$ cat src/hdl/ffpa_pkg.sv
package ffpa_pkg;

    localparam int PAGE_INDEX_BITS = 16;
    localparam int LEN_BITS        = PAGE_INDEX_BITS + 1;
    localparam int MAX_EXTENTS_DEF = 64;

    typedef enum logic [1:0] {
        FUNC_CLEAR = 2'd0,
        FUNC_ADD   = 2'd1,
        FUNC_ALLOC = 2'd2,
        FUNC_FREE  = 2'd3
    } func_t;

    typedef enum logic [1:0] {
        ST_OK    = 2'd0,
        ST_NOFIT = 2'd1,
        ST_FULL  = 2'd2,
        ST_ZERO  = 2'd3
    } status_t;

    typedef struct packed {
        func_t                       func;
        logic [PAGE_INDEX_BITS-1:0]  page_base;
        logic [LEN_BITS-1:0]         page_count;
    } req_t;

    typedef struct packed {
        status_t                     status;
        logic [PAGE_INDEX_BITS-1:0]  alloc_start;
        logic [LEN_BITS-1:0]         free_total;
    } rsp_t;

    typedef struct packed {
        logic [PAGE_INDEX_BITS-1:0]  start;
        logic [LEN_BITS-1:0]         length;
    } entry_t;

    function automatic logic [LEN_BITS-1:0] sat_add(
        input logic [LEN_BITS-1:0] a,
        input logic [LEN_BITS-1:0] b
    );
        logic [LEN_BITS:0] s;
        s = {1'b0, a} + {1'b0, b};
        return s[LEN_BITS] ? {LEN_BITS{1'b1}} : s[LEN_BITS-1:0];
    endfunction

    function automatic logic [LEN_BITS:0] ext_end(
        input logic [PAGE_INDEX_BITS-1:0] s,
        input logic [LEN_BITS-1:0]        l
    );
        return (LEN_BITS+1)'(s) + (LEN_BITS+1)'(l);
    endfunction

endpackage

$ cat src/hdl/first_fit_page_allocator_core.sv
// First-fit page allocator with coalescing.
// Request channel req_valid/req_ready/req carries one request beat:
// func (clear, add region, allocate, free extent), page_base, page_count.
// Response channel rsp_valid/rsp_ready/rsp returns exactly one beat per
// request: status, alloc_start (zero unless an allocate succeeds) and the
// free page total after the request.
// Free extents live in one table memory with a registered read; every table
// step is a read state followed by an evaluate/write state.
// Clear, zero count and add finish without a table pass. Allocate scans
// entries up to the fit, then moves entries down when an extent is used
// up. Free runs a merge pass over all entries, a position search and a
// move of entries up to open the slot. One request is worked at a time.
// Reset empties the table and zeroes the free total at once; no sweep.
// When the receiver stalls, the finished beat holds in the response
// register; a new request is still taken and worked, and waits to finish
// until that register frees up.
module first_fit_page_allocator_core
    import ffpa_pkg::*;
#(
    parameter int MAX_EXTENTS = MAX_EXTENTS_DEF
)(
    input  logic clk,
    input  logic rst_n,
    input  logic req_valid,
    output logic req_ready,
    input  req_t req,
    output logic rsp_valid,
    input  logic rsp_ready,
    output rsp_t rsp
);

    localparam int IW = $clog2(MAX_EXTENTS);
    localparam int CW = $clog2(MAX_EXTENTS + 1);
    localparam logic [CW-1:0] MAX_CNT = CW'(MAX_EXTENTS);

    typedef enum logic [3:0] {
        S_IDLE, S_DISP, S_ALC_RD, S_ALC_EV, S_SHD_RD, S_SHD_EV,
        S_FRE_RD, S_FRE_EV, S_POS_RD, S_POS_EV, S_SHU_RD, S_SHU_EV, S_DONE
    } state_t;

    state_t                     state_reg, state_next;
    req_t                       req_reg, req_next;
    logic [CW-1:0]              used_reg, used_next;
    logic [LEN_BITS-1:0]        free_reg, free_next;
    logic [CW-1:0]              idx_reg, idx_next;
    logic [CW-1:0]              wr_reg, wr_next;
    logic [PAGE_INDEX_BITS-1:0] b_reg, b_next;
    logic [LEN_BITS-1:0]        len_reg, len_next;
    status_t                    st_reg, st_next;
    logic [PAGE_INDEX_BITS-1:0] start_reg, start_next;
    logic                       ov_reg, ov_next;
    rsp_t                       rsp_reg, rsp_next;

    logic          mem_we;
    logic [IW-1:0] mem_waddr;
    entry_t        mem_wdata;
    logic [IW-1:0] mem_raddr;
    entry_t        mem_rdata;
    logic [CW-1:0] idx_inc;

    ffpa_mem #(
        .DEPTH (MAX_EXTENTS),
        .IW    (IW)
    ) u_mem (
        .clk   (clk),
        .we    (mem_we),
        .waddr (mem_waddr),
        .wdata (mem_wdata),
        .raddr (mem_raddr),
        .rdata (mem_rdata)
    );

    assign req_ready = (state_reg == S_IDLE);
    assign rsp_valid = ov_reg;
    assign rsp       = rsp_reg;
    assign idx_inc   = idx_reg + CW'(1);

    always_comb
    begin
        state_next = state_reg;
        req_next   = req_reg;
        used_next  = used_reg;
        free_next  = free_reg;
        idx_next   = idx_reg;
        wr_next    = wr_reg;
        b_next     = b_reg;
        len_next   = len_reg;
        st_next    = st_reg;
        start_next = start_reg;
        ov_next    = ov_reg;
        rsp_next   = rsp_reg;
        mem_we     = 1'b0;
        mem_waddr  = idx_reg[IW-1:0];
        mem_wdata  = mem_rdata;
        mem_raddr  = idx_reg[IW-1:0];

        if (ov_reg && rsp_ready)
        begin
            ov_next = 1'b0;
        end

        case (state_reg)
            S_IDLE:
            begin
                if (req_valid)
                begin
                    req_next   = req;
                    state_next = S_DISP;
                end
            end
            S_DISP:
            begin
                st_next    = ST_OK;
                start_next = '0;
                idx_next   = '0;
                wr_next    = '0;
                b_next     = req_reg.page_base;
                len_next   = req_reg.page_count;
                state_next = S_DONE;
                if (req_reg.func == FUNC_CLEAR)
                begin
                    used_next = '0;
                    free_next = '0;
                end
                else if (req_reg.page_count == '0)
                begin
                    st_next = ST_ZERO;
                end
                else
                begin
                    case (req_reg.func)
                        FUNC_ADD:
                        begin
                            if (used_reg >= MAX_CNT)
                            begin
                                st_next = ST_FULL;
                            end
                            else
                            begin
                                mem_we    = 1'b1;
                                mem_waddr = used_reg[IW-1:0];
                                mem_wdata = '{start: req_reg.page_base,
                                              length: req_reg.page_count};
                                used_next = used_reg + CW'(1);
                                free_next = sat_add(free_reg, req_reg.page_count);
                            end
                        end
                        FUNC_ALLOC:
                        begin
                            if (req_reg.page_count > free_reg)
                            begin
                                st_next = ST_NOFIT;
                            end
                            else
                            begin
                                state_next = S_ALC_RD;
                            end
                        end
                        default:
                        begin
                            state_next = S_FRE_RD;
                        end
                    endcase
                end
            end
            S_ALC_RD:
            begin
                if (idx_reg == used_reg)
                begin
                    st_next    = ST_NOFIT;
                    state_next = S_DONE;
                end
                else
                begin
                    state_next = S_ALC_EV;
                end
            end
            S_ALC_EV:
            begin
                if (mem_rdata.length >= req_reg.page_count)
                begin
                    start_next = mem_rdata.start;
                    free_next  = free_reg - req_reg.page_count;
                    if (mem_rdata.length > req_reg.page_count)
                    begin
                        mem_we     = 1'b1;
                        mem_wdata  = '{start: mem_rdata.start
                                          + req_reg.page_count[PAGE_INDEX_BITS-1:0],
                                       length: mem_rdata.length - req_reg.page_count};
                        state_next = S_DONE;
                    end
                    else
                    begin
                        state_next = S_SHD_RD;
                    end
                end
                else
                begin
                    idx_next   = idx_inc;
                    state_next = S_ALC_RD;
                end
            end
            S_SHD_RD:
            begin
                mem_raddr = idx_inc[IW-1:0];
                if (idx_inc >= used_reg)
                begin
                    used_next  = used_reg - CW'(1);
                    state_next = S_DONE;
                end
                else
                begin
                    state_next = S_SHD_EV;
                end
            end
            S_SHD_EV:
            begin
                mem_we     = 1'b1;
                idx_next   = idx_inc;
                state_next = S_SHD_RD;
            end
            S_FRE_RD:
            begin
                if (idx_reg == used_reg)
                begin
                    used_next = wr_reg;
                    idx_next  = '0;
                    if (wr_reg >= MAX_CNT)
                    begin
                        st_next    = ST_FULL;
                        state_next = S_DONE;
                    end
                    else
                    begin
                        state_next = S_POS_RD;
                    end
                end
                else
                begin
                    state_next = S_FRE_EV;
                end
            end
            S_FRE_EV:
            begin
                if (ext_end(mem_rdata.start, mem_rdata.length) == (LEN_BITS+1)'(b_reg))
                begin
                    b_next   = mem_rdata.start;
                    len_next = sat_add(len_reg, mem_rdata.length);
                end
                else if (ext_end(b_reg, len_reg) == (LEN_BITS+1)'(mem_rdata.start))
                begin
                    len_next = sat_add(len_reg, mem_rdata.length);
                end
                else
                begin
                    mem_we    = (wr_reg != idx_reg);
                    mem_waddr = wr_reg[IW-1:0];
                    wr_next   = wr_reg + CW'(1);
                end
                idx_next   = idx_inc;
                state_next = S_FRE_RD;
            end
            S_POS_RD:
            begin
                if (idx_reg == used_reg)
                begin
                    wr_next    = used_reg;
                    state_next = S_SHU_RD;
                end
                else
                begin
                    state_next = S_POS_EV;
                end
            end
            S_POS_EV:
            begin
                if (ext_end(b_reg, len_reg) <= (LEN_BITS+1)'(mem_rdata.start))
                begin
                    wr_next    = used_reg;
                    state_next = S_SHU_RD;
                end
                else
                begin
                    idx_next   = idx_inc;
                    state_next = S_POS_RD;
                end
            end
            S_SHU_RD:
            begin
                mem_raddr = IW'(wr_reg - CW'(1));
                if (wr_reg == idx_reg)
                begin
                    mem_we     = 1'b1;
                    mem_wdata  = '{start: b_reg, length: len_reg};
                    used_next  = used_reg + CW'(1);
                    free_next  = sat_add(free_reg, req_reg.page_count);
                    state_next = S_DONE;
                end
                else
                begin
                    state_next = S_SHU_EV;
                end
            end
            S_SHU_EV:
            begin
                mem_we     = 1'b1;
                mem_waddr  = wr_reg[IW-1:0];
                wr_next    = wr_reg - CW'(1);
                state_next = S_SHU_RD;
            end
            S_DONE:
            begin
                if (!ov_reg || rsp_ready)
                begin
                    ov_next    = 1'b1;
                    rsp_next   = '{status: st_reg, alloc_start: start_reg,
                                   free_total: free_reg};
                    state_next = S_IDLE;
                end
            end
            default:
            begin
                state_next = S_IDLE;
            end
        endcase
    end

    always_ff @(posedge clk or negedge rst_n)
    begin
        if (!rst_n)
        begin
            state_reg <= S_IDLE;
            used_reg  <= '0;
            free_reg  <= '0;
            ov_reg    <= 1'b0;
            req_reg   <= '0;
            idx_reg   <= '0;
            wr_reg    <= '0;
            b_reg     <= '0;
            len_reg   <= '0;
            st_reg    <= ST_OK;
            start_reg <= '0;
            rsp_reg   <= '0;
        end
        else
        begin
            state_reg <= state_next;
            used_reg  <= used_next;
            free_reg  <= free_next;
            ov_reg    <= ov_next;
            req_reg   <= req_next;
            idx_reg   <= idx_next;
            wr_reg    <= wr_next;
            b_reg     <= b_next;
            len_reg   <= len_next;
            st_reg    <= st_next;
            start_reg <= start_next;
            rsp_reg   <= rsp_next;
        end
    end

    a_used_bound: assert property (@(posedge clk) disable iff (!rst_n)
        used_reg <= MAX_CNT)
        else $error("extent count beyond table depth");

    a_wr_in_table: assert property (@(posedge clk) disable iff (!rst_n)
        mem_we |-> (CW'(mem_waddr) <= used_reg))
        else $error("table write beyond tail");

    a_start_on_ok: assert property (@(posedge clk) disable iff (!rst_n)
        (ov_reg && rsp_reg.status != ST_OK) |-> (rsp_reg.alloc_start == '0))
        else $error("start reported on failed request");

    a_rise_from_done: assert property (@(posedge clk) disable iff (!rst_n)
        $rose(ov_reg) |-> $past(state_reg == S_DONE))
        else $error("response beat without finished request");

endmodule

$ cat src/hdl/ffpa_mem.sv
module ffpa_mem
    import ffpa_pkg::*;
#(
    parameter int DEPTH = MAX_EXTENTS_DEF,
    parameter int IW    = $clog2(DEPTH)
)(
    input  logic          clk,
    input  logic          we,
    input  logic [IW-1:0] waddr,
    input  entry_t        wdata,
    input  logic [IW-1:0] raddr,
    output entry_t        rdata
);

    entry_t mem [DEPTH];

    always_ff @(posedge clk)
    begin
        if (we)
        begin
            mem[waddr] <= wdata;
        end
        rdata <= mem[raddr];
    end

endmodule

$ cat config.mk
export PLATFORM = sky130hd
export DESIGN_NAME = first_fit_page_allocator_core
export DESIGN_NICKNAME = d
export VERILOG_FILES = /design/src/hdl/ffpa_pkg.sv /design/src/hdl/first_fit_page_allocator_core.sv /design/src/hdl/ffpa_mem.sv
export SDC_FILE = /design/constraint.sdc
export NUM_CORES = 2
export LEC_CHECK = 0
export BUFFER_PORTS_ARGS = -buffer_cell sky130_fd_sc_hd__buf_2
export CORE_MARGIN = 2
export CORE_UTILIZATION = 45
export DETAILED_ROUTE_END_ITERATION = 10
export GPL_ROUTABILITY_DRIVEN = 0
export PLACE_DENSITY = 0.58
export SYNTH_ARGS = -nofsm -noshare
export SYNTH_HDL_FRONTEND = slang
export SYNTH_SLANG_ARGS = --single-unit
$ cat constraint.sdc
create_clock -name clk -period 22.8 [get_ports clk]
set_input_delay 1.14 -clock clk [delete_from_list [all_inputs] [get_ports clk]]
set_output_delay 1.14 -clock clk [all_outputs]
set_load 0.02 [all_outputs]
Word-level counts from Yosys, hierarchy flattened

Memories as Yosys holds them, arrays and structs flattened. A register that Yosys moved wholly into a read port is not among the register bits.
Index checks and enable logic that the tools add are counted.

Word-level logic and storage cells: 189
Output and inout port bits: 37
Bits of input ports: 39
Flip-flop bits (word level): 164
Memories kept: 1
Memory bits (writable): 2112

Memory list:

| memory    | depth | width | read ports | clocked after Yosys merged registers in | wr ports | line           | source |
|---|---|---|---|---|---|---|---|
| u_mem.mem | 64    | 33    | 1          | 1                                       | 1        | ffpa_mem.sv:15 | `entry_t mem [DEPTH];` |

Muxes and demuxes: 89
Add/sub/neg operators: 12
Reductions and logical operators: 26
Eq/ne operators: 38
Order comparisons: 7

Operators with widths:

| operator                                    | count |
|---|---|
| two-way mux 33 bit                          | 7 |
| two-way mux 17 bit                          | 10 |
| case mux 33 bit (3 select lines)            | 1 |
| two-way mux 7 bit                           | 14 |
| case mux 7 bit (5 select lines)             | 2 |
| case mux 16 bit (2 select lines)            | 2 |
| case mux 4 bit (13 select lines)            | 1 |
| case mux 17 bit (3 select lines)            | 1 |
| two-way mux 4 bit                           | 10 |
| adder 16 x 17 -> 18 bit                     | 2 |
| adder 17 x 17 -> 18 bit                     | 2 |
| equality test 18 x 16 -> 1 bit              | 2 |
| two-way mux 6 bit                           | 6 |
| > comparator 17 bit                         | 2 |
| case mux 17 bit (2 select lines)            | 1 |
| subtractor 17 bit                           | 2 |
| two-way mux 16 bit                          | 2 |
| != test 2 bit, second input constant        | 15 |
| case mux 7 bit (4 select lines)             | 1 |
| adder 7 x 1 -> 7 bit, second input constant | 3 |
| equality test 4 bit, second input constant  | 5 |
| <= comparator 18 x 16 -> 1 bit              | 1 |
| case mux 6 bit (3 select lines)             | 1 |
| >= comparator 17 bit                        | 1 |
| 37 further kinds                            | 78 |

Longest topological paths before layout

Depth after elaboration: 8
Mapped depth: 21

Modules after synthesis

Synthesis repeated with hierarchy kept, for this count alone.

Cells, all modules: 5388
Area total of the unflattened synthesis: 96167.2 µm²

Modules (own cells, without submodules):

| module                        | cells an instance | times used | area each (µm²) | sequential area each (µm²) |
|---|---|---|---|---|
| ffpa_mem                      | 3610              | 1          | 81094.0         | 64081.5 |
| first_fit_page_allocator_core | 1778              | 1          | 15073.2         | 4103.9 |

Least setup slack after synthesis

Ideal clock, no wire load.

Path type: register to register
Start: register req_reg[1] (netlist bit)
End: memory u_mem.mem[0][29] (netlist bit), data pin
Buffers on the path: 2
Cell stages (with the launch flop): 12
Slack: 14982 ps
Data required time: 21791 ps
Data arrival time: 6810 ps
Path through: dfrtp_1 inv_1 ha_1 nor2b_1 o21ai_0 a21boi_0 o31ai_1 a211oi_1 or2_2 clkbuf_1 clkbuf_1 o311ai_0

RTL lines:

| item                   | line                                 | source |
|---|---|---|
| from (decl)            | first_fit_page_allocator_core.sv:42  | `req_t req_reg, req_next;` |
| from (signal assigned) | first_fit_page_allocator_core.sv:351 | `req_reg <= req_next;` |
| to (decl)              | ffpa_mem.sv:15                       |  |

Final worst setup path

Start: register state_reg[3]
End: register, netlist name u_mem.rdata[21]

Word-level cells in the longest chain between the ends: 2
Elaborated cells between the ends (all ways): 3
Classes of those cells: eq/ne (2); mux (1)

RTL lines:

| item                                                                | line                                 | source |
|---|---|---|
| from (decl)                                                         | first_fit_page_allocator_core.sv:41  | `state_t state_reg, state_next;` |
| from (signal assigned)                                              | first_fit_page_allocator_core.sv:347 | `state_reg <= state_next;` |
| equality test 4 bit or equality test 4 x 3 -> 1 bit (tied branches) | first_fit_page_allocator_core.sv:102 | `case (state_reg)` |
| case mux 6 bit (2 select lines) *                                   | first_fit_page_allocator_core.sv:102 |  |

Mark *: on every way between the ends. The rest lies on a longest branch, timed or not.
A chain may end at the register's enable or synchronous reset.

==> impl_results.md <==
* Status: finished, final reports clean
* Crit path DAT at 8330 ps
* Layout cells sized above 1 at between 10% and 20%
* Post-DP HPWL at ~170000 microns
* H-tree depth at 4
* Clock power share at 21.8%
* VDD IR max at 0.1273 mV
* Hold Vio Cnt, Final at 0
* Cell internal pwr at ~10 mW
* Syn Inst Count at around 8000
* Sequential area share after synthesis at 68.09%
* Hold Buf Count CTS at 0
* Routed length per instance at 28.72 microns
* Total grt overflow at 0
* Die area at 226300 sq um
* Synth top area share at 63.34%
* Power per cell area at 153.1 nW/um^2
* Starting Density at 45.18%
* Critical R2R Launch: state_reg[3]
* Pre-antenna DRT Iters at 8
* Max Cap Viol at 0
* Main synth FF type: edfxtp_1
* Worst Path Required at roughly 24000 ps
* Synth Warn # at 0
* CP bufs+invs at 4
* RSZ-0062 raised after global routing: false
* Core area at 221700 sq um
* Largest net degree at the start of global routing at 162
* Core Rows at roughly 170
* Crit-path most repeated cell: buf_4
* Sequential power share at 36.6%
* Register bit total from synthesis at ~2300
* CP Cell Sequence: nand4bb_1 > nand3_4 > and2_4 > buf_4 > buf_12 > buf_4 > buf_4 > nand2_1 > a311oi_1 > a311oi_1 > a211oi_1 > a21oi_1 > a21oi_1
* Post-route insts no fill at ~11000
* Vias per inst at 6.240
* Detailed Route WL at 319500 microns
* Post-route setup TNS at 0 ps
* Pins Over Slew Limit at 0
* Reg-to-reg slack, setup at 15280 ps
* Kind of start point of the critical path: flip-flop
* Avg Synthesized Cell Area at 12.48 sq um
* Clock skew at ~52 ps
* Cell area after synthesis at 100100 sq um
* Switching power at 7.150 mW
* Clk_lat worst skew at just over 900 ps
* Min-delay worst type: input pin to asynchronous set/reset pin
* Worst-Margin Slew at around 1400 ps
* Final Cycle Share at 32.97%
* Placed Cells at 10680
* Most frequent cell after synthesis: edfxtp_1
* Vias in the first global route at 65980
* Cts bufs inserted at 232
* Reg2reg path depth at 13
* Die Y at 475.7 microns
* R2R Path End: u_mem.rdata[21]
* Resize count post-CTS at 0
* Setup CP Type: flip-flop to flip-flop
* Design Power at 17.16 mW
* CTS tree: done
* Port buffer count at 75
* CP max-delay cell: dfrtp_1
* Die Wd at approximately 480 microns
* Max FFs per register at 2112
* Area of the multi-input gates at 30190 sq um
* Switch share at between 40% and 50%
* GRT Util Overall at between 20% and 30%
* Post-synth top cells: edfxtp_1, nand2_1, nand3_1
* Dominant cells by area after synthesis: edfxtp_1, nand2_1, dfrtp_1
* DRC viols at 0
* Max incr delay on CP at around 880 ps
* Clock buffer depth at 3
* First-pass GRT wire length at 460600 microns
* Total stage count of the critical path at 13
* Cell family with most CP delay: buffers and inverters
* Clk Tree Root Cell: clkbuf_16
* Synth unique cells at 96
* Ports at between 70 and 80
* CTS sink cnt at about 2300
* Slew headroom at under 10%
* # setup viols final at 0
* Fill count at 19070
* Initial DRC count at 8754
* Async SR Flop Fraction at 7.103%
* Biggest area consumer among synthesized cells: edfxtp_1
* Post-CTS setup buffers at 0
* ANT nets after route at 0
* Combinational fraction of design power at 41.6%
* Clk slew on worst S/H paths at 60 ps
* Vias at 69420
* Post-synth EDFFs at 2112
* Critical path peak fanout at 143
* Leak Pwr at about 38 nW
* Area delta synth->final at 11.93%
* Min Clock Period, post-route at 7517 ps
* Post-synth net total at 8217
* Fmax at 133.0 MHz
* Layout Nets at around 8100
* Initial antenna violation count at 12
* Worst Setup End Kind: flip-flop
* Register area at 68190 sq um
layout by cell type (no fill, tap or decap), drive strengths merged, types with 12 or more instances in the layout:
| master | n |
|---|---|
| or3 | 12 |
| nand3 | 650 |
| mux2 | 64 |
| and3 | 255 |
| o21ai | 142 |
| o21a | 14 |
| a311oi | 388 |
| xnor2 | 62 |
| buf | 280 |
| and2 | 14 |
| nand4 | 24 |
| clkbuf | 311 |
| nor2b | 29 |
| dfxtp | 33 |
| nand2 | 1816 |
| xor2 | 38 |
| mux2i | 24 |
| nor2 | 145 |
| o22ai | 27 |
| dfrtp | 164 |
| a31oi | 154 |
| inv | 122 |
| a21oi | 206 |
| a221o | 12 |
| o211ai | 13 |
| o21bai | 17 |
| nor4 | 65 |
| clkinv | 102 |
| a21o | 35 |
| nor3 | 100 |
| nand2b | 17 |
| o31ai | 12 |
| bufinv | 12 |
| edfxtp | 2112 |
| ha | 147 |
| a211oi | 353 |
| a222oi | 32 |
area by class of cell:
cell class	count	area share, %
inverter	115	0.3852
antenna	7	0.01563
sequential	2309	60.84
clock inverter	127	0.9880
timing repair buffer	280	1.852
tap	2975	3.321
clock buffer	311	5.662
multi-input combinational	5000	26.94
worst max-delay path by stage:
stage / start / slack [ps] / endpoint
floorplan: req_reg[1] / 14980 / u_mem.mem[0][29]
global placement: state_reg[3] / 15520 / u_mem.rdata[1]
detailed placement: state_reg[3] / 15470 / u_mem.rdata[21]
CTS: state_reg[3] / 15450 / u_mem.rdata[21]
global route: state_reg[3] / 14950 / u_mem.rdata[21]
finish: state_reg[3] / 15280 / u_mem.rdata[21]
per-layer routing:
metal,up-vias,part of all wire [%],track usage (%)
li1,30310,-,-
met1,35000,41,38.97
met2,3482,45,43.19
met3,623,9.5,5.042
met4,6,3.9,10.44
met5,-,0.012,0
per-stage QoR:
stage	worst slack (ps)	hold WS, ps	instance area [sq um]	util, %
3_3_place_gp	15520	460.4	104400	47.12
2_1_floorplan	14980	465.7	100100	-
3_5_place_dp	15470	467.4	104600	47.18
4_1_cts	15450	384.2	112000	50.55
5_1_grt	14950	452.1	112100	50.56
6_report	15280	389.7	112100	50.56
cells by family (layout without fill, tap and decap cells):
family,after synthesis,count (layout),synth area share (%)
compound gates,1501,1501,10.94
xor+xnor,100,100,0.8747
fa+ha+maj,154,154,1.977
buf+inv,715,833,2.729
flops,2309,2309,68.09
mux,88,88,0.9596
other cells,0,7,0
simple gates,3157,3157,14.42
power groups by stage:
stage / Sequential, mW / Combinational [mW] / Clock, mW
after floorplan: 6.23 / 4.44 / 0
after global placement: 6.34 / 6.86 / 0
after detailed placement: 6.35 / 7.01 / 0
after CTS: 6.26 / 7.03 / 3.79
after global routing: 6.28 / 7.71 / 3.96
final: 6.27 / 7.14 / 3.74
worst reg2reg max path: cells and delay by family, from the launching register on:
kind | cells | cell delay [ps]
compound gates | 5 | 1200
buf+inv | 4 | 2890
flops | 1 | 880
simple gates | 4 | 2470
No activity file was read; power rests on OpenSTA's default activity.
